### src/hdl/vcr_pkg.sv
// shared constants, types and helpers of the voxel cushion remover
// no dependencies; every other file of the block but vcr_ram imports this package
package vcr_pkg;

	// volume geometry
	localparam int MAX_WIDTH = 1024;
	localparam int DELAY_CAP = MAX_WIDTH + 2;
	localparam int CODE_W    = 8;
	localparam int DEN_W     = 32;
	localparam int CNT_W     = 11;
	localparam int CFG_W     = 32;
	localparam int CFG_IDX_W = 3;
	localparam int LB_AW     = $clog2(MAX_WIDTH);
	localparam int DL_AW     = $clog2(DELAY_CAP + 1);
	localparam int SIZE_MAX  = (1 << CNT_W) - 1;
	localparam int WIDTH_CAP = (MAX_WIDTH < SIZE_MAX) ? MAX_WIDTH : SIZE_MAX;

	// configuration register indexes
	localparam logic [CFG_IDX_W-1:0] REG_CUSHION     = 3'd0;
	localparam logic [CFG_IDX_W-1:0] REG_AIR         = 3'd1;
	localparam logic [CFG_IDX_W-1:0] REG_SKIN        = 3'd2;
	localparam logic [CFG_IDX_W-1:0] REG_WIDTH       = 3'd3;
	localparam logic [CFG_IDX_W-1:0] REG_HEIGHT      = 3'd4;
	localparam logic [CFG_IDX_W-1:0] REG_DEPTH       = 3'd5;
	localparam logic [CFG_IDX_W-1:0] REG_AIR_DENSITY = 3'd6;

	// input word commands
	localparam logic CMD_VOXEL = 1'b0;
	localparam logic CMD_DRAIN = 1'b1;

	typedef struct packed {
		logic [CODE_W-1:0] cushion;
		logic [CODE_W-1:0] air;
		logic [CODE_W-1:0] skin;
	} codes_t;

	// raster position of one voxel
	typedef struct packed {
		logic [CNT_W-1:0] col;
		logic [CNT_W-1:0] row;
		logic [CNT_W-1:0] slc;
		logic             last;
	} pos_t;

	// one line buffer entry: media of the two rows above
	typedef struct packed {
		logic [CODE_W-1:0] upper;
		logic [CODE_W-1:0] middle;
	} lb_t;

	// one delay line entry, the end of volume flag lives in its own memory
	typedef struct packed {
		logic [CODE_W-1:0] med_code;
		logic [DEN_W-1:0]  density;
		logic              cleared;
	} dl_entry_t;

	// word held in the window stage, handed to the delay line
	typedef struct packed {
		logic              valid;
		logic              drain;
		logic [CODE_W-1:0] med_code;
		logic [DEN_W-1:0]  density;
		logic              last;
		logic              hit;
	} job_t;

	// delay line handshake back to the window stage
	typedef struct packed {
		logic advance;
		logic hold;
	} dl_ctl_t;

	// a size of zero acts as one, a size beyond the cap saturates
	function automatic logic [CNT_W-1:0] eff_size(input logic [CNT_W-1:0] v,
			input logic [CNT_W-1:0] cap);
		logic [CNT_W-1:0] r;
		r = v;
		if (v == '0) begin
			r = CNT_W'(1);
		end else if (v > cap) begin
			r = cap;
		end
		return r;
	endfunction

	// medium that may sit next to a cushion voxel that gets cleared
	function automatic logic is_ok(input logic [CODE_W-1:0] m, input codes_t c);
		return (m == c.cushion) || (m == c.air) || (m == c.skin);
	endfunction

endpackage

### src/hdl/vcr_raster.sv
// raster counters: column, row and slice of the voxel at the input
// depends on vcr_pkg
module vcr_raster (
	input  logic                     clk,
	input  logic                     arst_n,
	input  logic                     step,
	input  logic [vcr_pkg::CNT_W-1:0] w,
	input  logic [vcr_pkg::CNT_W-1:0] h,
	input  logic [vcr_pkg::CNT_W-1:0] d,
	output vcr_pkg::pos_t            pos
);
	import vcr_pkg::*;

	logic [CNT_W-1:0] col_q, row_q, slc_q;
	logic [CNT_W-1:0] col_e, row_e, slc_e;
	logic [CNT_W:0]   col_inc, row_inc, slc_inc;
	logic [CNT_W-1:0] col_d, row_d, slc_d;

	// counters restart when they sit at or beyond their bound
	always_comb begin
		col_e   = (col_q >= w) ? '0 : col_q;
		row_e   = (row_q >= h) ? '0 : row_q;
		slc_e   = (slc_q >= d) ? '0 : slc_q;
		col_inc = {1'b0, col_e} + 1'b1;
		row_inc = {1'b0, row_e} + 1'b1;
		slc_inc = {1'b0, slc_e} + 1'b1;
		pos.col  = col_e;
		pos.row  = row_e;
		pos.slc  = slc_e;
		pos.last = (col_inc == {1'b0, w}) && (row_inc == {1'b0, h})
			&& (slc_inc == {1'b0, d});
	end

	// advance in raster order on every voxel word
	always_comb begin
		col_d = col_q;
		row_d = row_q;
		slc_d = slc_q;
		if (step) begin
			col_d = CNT_W'(col_inc);
			row_d = row_e;
			slc_d = slc_e;
			if (col_inc >= {1'b0, w}) begin
				col_d = '0;
				row_d = CNT_W'(row_inc);
				if (row_inc >= {1'b0, h}) begin
					row_d = '0;
					slc_d = (slc_inc >= {1'b0, d}) ? '0 : CNT_W'(slc_inc);
				end
			end
		end
	end

	always_ff @(posedge clk or negedge arst_n) begin
		if (!arst_n) begin
			col_q <= '0;
			row_q <= '0;
			slc_q <= '0;
		end else begin
			col_q <= col_d;
			row_q <= row_d;
			slc_q <= slc_d;
		end
	end

	// column stays inside the row it was counted against
	a_col_in_row: assert property (@(posedge clk) disable iff (!arst_n)
		step |=> (col_q < $past(w)))
		else $error("column counter left the row");

	// the final voxel of a volume wraps every counter
	a_volume_wrap: assert property (@(posedge clk) disable iff (!arst_n)
		(step && pos.last) |=> (col_q == '0 && row_q == '0 && slc_q == '0))
		else $error("counters did not wrap after the final voxel");

endmodule

### config.mk
export PLATFORM = sky130hd
export DESIGN_NAME = vcr_raster
export DESIGN_NICKNAME = d
export VERILOG_FILES = /design/src/hdl/vcr_pkg.sv /design/src/hdl/vcr_raster.sv
export SDC_FILE = /design/constraint.sdc
export NUM_CORES = 1
export LEC_CHECK = 0
export BUFFER_PORTS_ARGS = -buffer_cell sky130_fd_sc_hd__buf_2
export CORE_MARGIN = 2
export CORE_UTILIZATION = 35
export DETAILED_ROUTE_END_ITERATION = 10
export PLACE_DENSITY = 0.58
export REMOVE_ABC_BUFFERS = 1
export SYNTH_ARGS = -nofsm -noshare
export SYNTH_HDL_FRONTEND = slang
export SYNTH_SLANG_ARGS = --single-unit
### constraint.sdc
create_clock -name clk -period 19.2 [get_ports clk]
set_input_delay 4.8 -clock clk [delete_from_list [all_inputs] [get_ports clk]]
set_output_delay 4.8 -clock clk [all_outputs]
set_load 0.05 [all_outputs]
After elaboration in Yosys (flattened, before gate mapping)
Index checks and enable logic that the tools add are counted. W data, S select, Z words.

Div/mod/pow operators: 0. Order comparisons: 6. Multipliers: 0. Shift operators: 0. Bitwise logic cells: 0. Equality and inequality tests: 3. Mux-type cells: 9. Reductions and logical operators: 2. $add $sub $neg: 3.

Operators with widths (count): $mux W11 (9); $add A11 B1 Y12 const B (3); $eq A12 B11 Y1 (3); $ge A12 B11 Y1 (3); $ge A11 B11 Y1 (3); $logic_and A1 B1 Y1 (2).

Bits of input ports: 36. Memories kept: 0. Output and inout port bits: 34. Memory bits (read-only): 0. Bits in latches: 0. Bits in writable memories: 0. Bits in registers: 33.

Depth between registers and ports, before layout
Word-level depth: 7. Mapped depth: 22. Mapped depth without buffers: 21.

Worst setup path before layout
Ideal clock, no wire load.

Kind: input to output. Start point: in d[4] (netlist name). End point: out pos[0] (netlist name). Stages on the path: 18. Data required time: 14400 ps. Data arrival time: 11181 ps. Path slack: 3219 ps. Path through: inv_1 > ha_1 > a211oi_1 > nor2_1 > o311ai_1 > nand2_1 > nor2_1 > ha_1 > and3_1 > nand3_1 > nor2_1 > xnor2_1 > nor2_1 > ha_1 > nand4_1 > nor4_1 > nand4_1 > a2111oi_0.

RTL lines: from (decl) (line vcr_raster.sv:9) `input logic [vcr_pkg::CNT_W-1:0] d,`; to (decl) (line vcr_raster.sv:10) `output vcr_pkg::pos_t pos`.

==> flow_summary.json <==
{
  "status": "finished, final reports clean",
  "period_minus_slack_ns": 14.95,
  "grt_pass1_vias": 3831,
  "syn_inst": 494,
  "avgSynthCellArea_sq_um": 7.93,
  "dr_total_vias": 3876,
  "diodes": 0,
  "path_buf_inv": 3,
  "nNetsFinal": 662,
  "synth_commonest_cells": "ha_1 (69), nor2_1 (54), inv_1 (51)",
  "worst_clock_skew_ns": 0.0110,
  "clk_pin_slew_ns": 0.07,
  "path_cells": "buf_2 -> inv_1 -> ha_1 -> a21oi_1 -> a21oi_1 -> o311ai_1 -> nand2_1 -> nor2_1 -> ha_1 -> and3_1 -> nand3_1 -> nor2_1 -> xnor2_1 -> nor2_1 -> ha_1 -> nand4_1 -> nor4_1 -> nand4_1 -> a2111oi_0 -> buf_2",
  "wire_per_inst_um": 16.1,
  "io_pins": 70,
  "setup_violations": 0,
  "netlist.area_leader.share_pct": 22.0,
  "cts-root-buf": "clkbuf_8",
  "fin_crit_sh_pct": 77.9,
  "clkSinkCount": 33,
  "io_buffer_count": 69,
  "path_class": "input pin to primary output",
  "grt_pass1_wl_mm": 18.8,
  "fin_tns_setup_ns": 0,
  "yosysSeqAreaShare_pct": 21.1,
  "post_cts_buffers": 0,
  "numCtsBuffers": 5,
  "slowest_stage": "o311ai_1",
  "dp_hpwl_mm": 8.96,
  "clock_latency_ns": 0.29,
  "start_util_pct": 36.0,
  "die_w_um": 110,
  "synth_most_common_cell": "ha_1",
  "cts_resized": 0,
  "hold_viol": 0,
  "grt-ovfl-total": 0,
  "crit_required_ns": 14.40,
  "worst_slew_pin_slew_ns": 0.873,
  "fmax_mhz": 66.9,
  "coreArea_sq_mm": 0.0109,
  "rsz0062_at_grt": "no",
  "slew_viol_final": 0,
  "area.growth.synth_to_final_pct": 15.1,
  "cp_top_family": "simple AND/OR/NAND/NOR gates",
  "peakVddDrop_mv": 0.0454,
  "synthTopCellsByArea": "ha_1 (22%), dfrtp_1 (21%), nor2_1 (5.2%), inv_1 (4.9%), and3_1 (4.5%)",
  "critical_path_arrival_ns": 10.15,
  "max_stage_delay_ns": 0.75,
  "grt_max_degree": 34,
  "slew_headroom_pct": 41.2,
  "power.leakage_uw": 0.00233,
  "fillers": 1144,
  "ctsLongestPathBuffers": 2,
  "viasPerCell": 5.55,
  "grt.total_usage_pct": 19.7,
  "cp-start-kind": "input pin",
  "hold_buffers": 0,
  "synth-seq-cells": 33,
  "ys.flop_type": "dfrtp_1",
  "postRouteAntennaNets": 0,
  "row_count": 38,
  "dieArea_sq_mm": 0.0121,
  "first_iter_violations": 153,
  "power.density_mw_per_mm2": 88.2,
  "total_power_uw": 398,
  "place.gp.congestion": 0.910,
  "routed_wl_mm": 11.2,
  "antenna_found_initial": 0,
  "yosysWarnings": 0,
  "drive_above_1_share_pct": 16.3,
  "cts_tree": "yes",
  "cp_max_fo": 15,
  "drc_errors": 0,
  "hp-class": "flop to flop",
  "yosysUniqueCellTypes": 59,
  "drtPass1Iterations": 4,
  "die_h_um": 110,
  "netlist_area_sq_mm": 0.00392,
  "synth-async-reset-ratio_pct": 100,
  "htreeDepth": 2,
  "end_kind": "primary output",
  "synth_edf_count": 0,
  "fin_area_sq_mm": 0.00451,
  "placed_cell_area_sq_mm": 0.00439,
  "synth_top_cell_by_area": "ha_1",
  "cap_violations": 0
}
## worst register-to-register path: stages (launching register included)
cell       delay, ns
dfrtp_1         0.45
ha_1            0.35
a21oi_1         0.18
a21oi_1         0.11
o311ai_1        0.76
nand2_1         0.58
nor2_1          0.44
ha_1            0.34
and3_1          0.30
nand3_1         0.21
nor2_1          0.19
xnor2_1         0.13
nor2_1          0.08
ha_1            0.22
a2111oi_0       0.36
o21ai_0         0.14
a2bb2oi_1       0.21
a31o_2          0.31
nor2_1          0.41
a22o_1          0.22
## sequential cells by signal, summed over array words and instances (netlist names)
register and cells:
col_q 11, row_q 11, slc_q 11
## cell families (layout without fill, tap and decap cells)
kind of cell | after synthesis | in the layout | synth area share, %
AOI/OAI and AO/OA | 117 | 117 | 21.3
xor gates and xnor gates | 22 | 22 | 4.92
adders and majority gates | 69 | 69 | 22.0
buffers and inverters | 66 | 130 | 6.45
DFF | 33 | 33 | 21.1
and+or+nand+nor | 187 | 187 | 24.3
## metrics by stage
| stage | cells | utilization [%] | hold WS [ns] | worst slack [ns] |
|---|---|---|---|---|
| 6_report | 698 | 41.4 | 0.508 | 4.25 |
| 5_1_grt | 698 | 41.4 | 0.537 | 3.72 |
| 4_1_cts | 698 | 41.4 | 0.511 | 4.22 |
| 3_5_place_dp | 690 | 40.3 | 0.500 | 4.26 |
| 3_3_place_gp | 690 | 40.3 | 0.486 | 4.27 |
| 2_1_floorplan | 479 | - | 0.464 | 3.02 |
## path summary, 6_finish.rpt
kind / from / end / slack, ns / depth (start not counted)
min reg2reg: slc_q[0]$_DFFE_PN0P_ / slc_q[0]$_DFFE_PN0P_ / 0.51 / 1
max in group asynchronous: arst_n / slc_q[8]$_DFFE_PN0P_ / 14.12 / 1
max reg2reg: slc_q[2]$_DFFE_PN0P_ / slc_q[8]$_DFFE_PN0P_ / 13.17 / 19
min: slc_q[0]$_DFFE_PN0P_ / slc_q[0]$_DFFE_PN0P_ / 0.51 / 1
min in group asynchronous: arst_n / row_q[7]$_DFFE_PN0P_ / 4.58 / 1
max: d[2] / pos[0] / 4.25 / 20
## layout make-up
| type | count | area, sq um | area share [%] |
|---|---|---|---|
| clock buffers | 7 | 86.3 | 1.91 |
| clock inverters | 1 | 30.0 | 0.666 |
| inverters | 51 | 191 | 4.25 |
| multi-input cells | 395 | 2840 | 63.0 |
| flip-flops and latches | 33 | 826 | 18.3 |
| well taps | 140 | 175 | 3.88 |
| repair buffers | 71 | 360 | 7.99 |
## layout by cell type (no fill, tap or decap), drive strengths merged, types with 7 or more instances in the layout
cell / synthesis / routed
nand4: 11 / 11
xnor2: 14 / 14
nand3: 26 / 26
xor2: 8 / 8
nor2: 54 / 54
o21ai: 22 / 22
buf: 2 / 71
dfrtp: 33 / 33
clkbuf: 13 / 7
a21o: 7 / 7
o211ai: 10 / 10
nor2b: 7 / 7
ha: 69 / 69
inv: 51 / 51
a21oi: 25 / 25
and3: 29 / 29
nand2: 31 / 31
nor3: 9 / 9
a22o: 11 / 11
## metal layers
| metal | GRT usage (%) | routed length (um) |
|---|---|---|
| met5 | 0 | 0 |
| met4 | 2.89 | 46 |
| met3 | 2.79 | 462 |
| met2 | 34.4 | 5420 |
| met1 | 26.2 | 5290 |
## where the power goes
| group | switching (uW) | leakage, uW | internal, uW |
|---|---|---|---|
| sequential | 20.3 | 0.000422 | 81.9 |
| combinational | 150 | 0.00185 | 76.2 |
| clock | 27.0 | 0.0000585 | 42.4 |
Note: power is estimated with default switching activity, not from simulation.
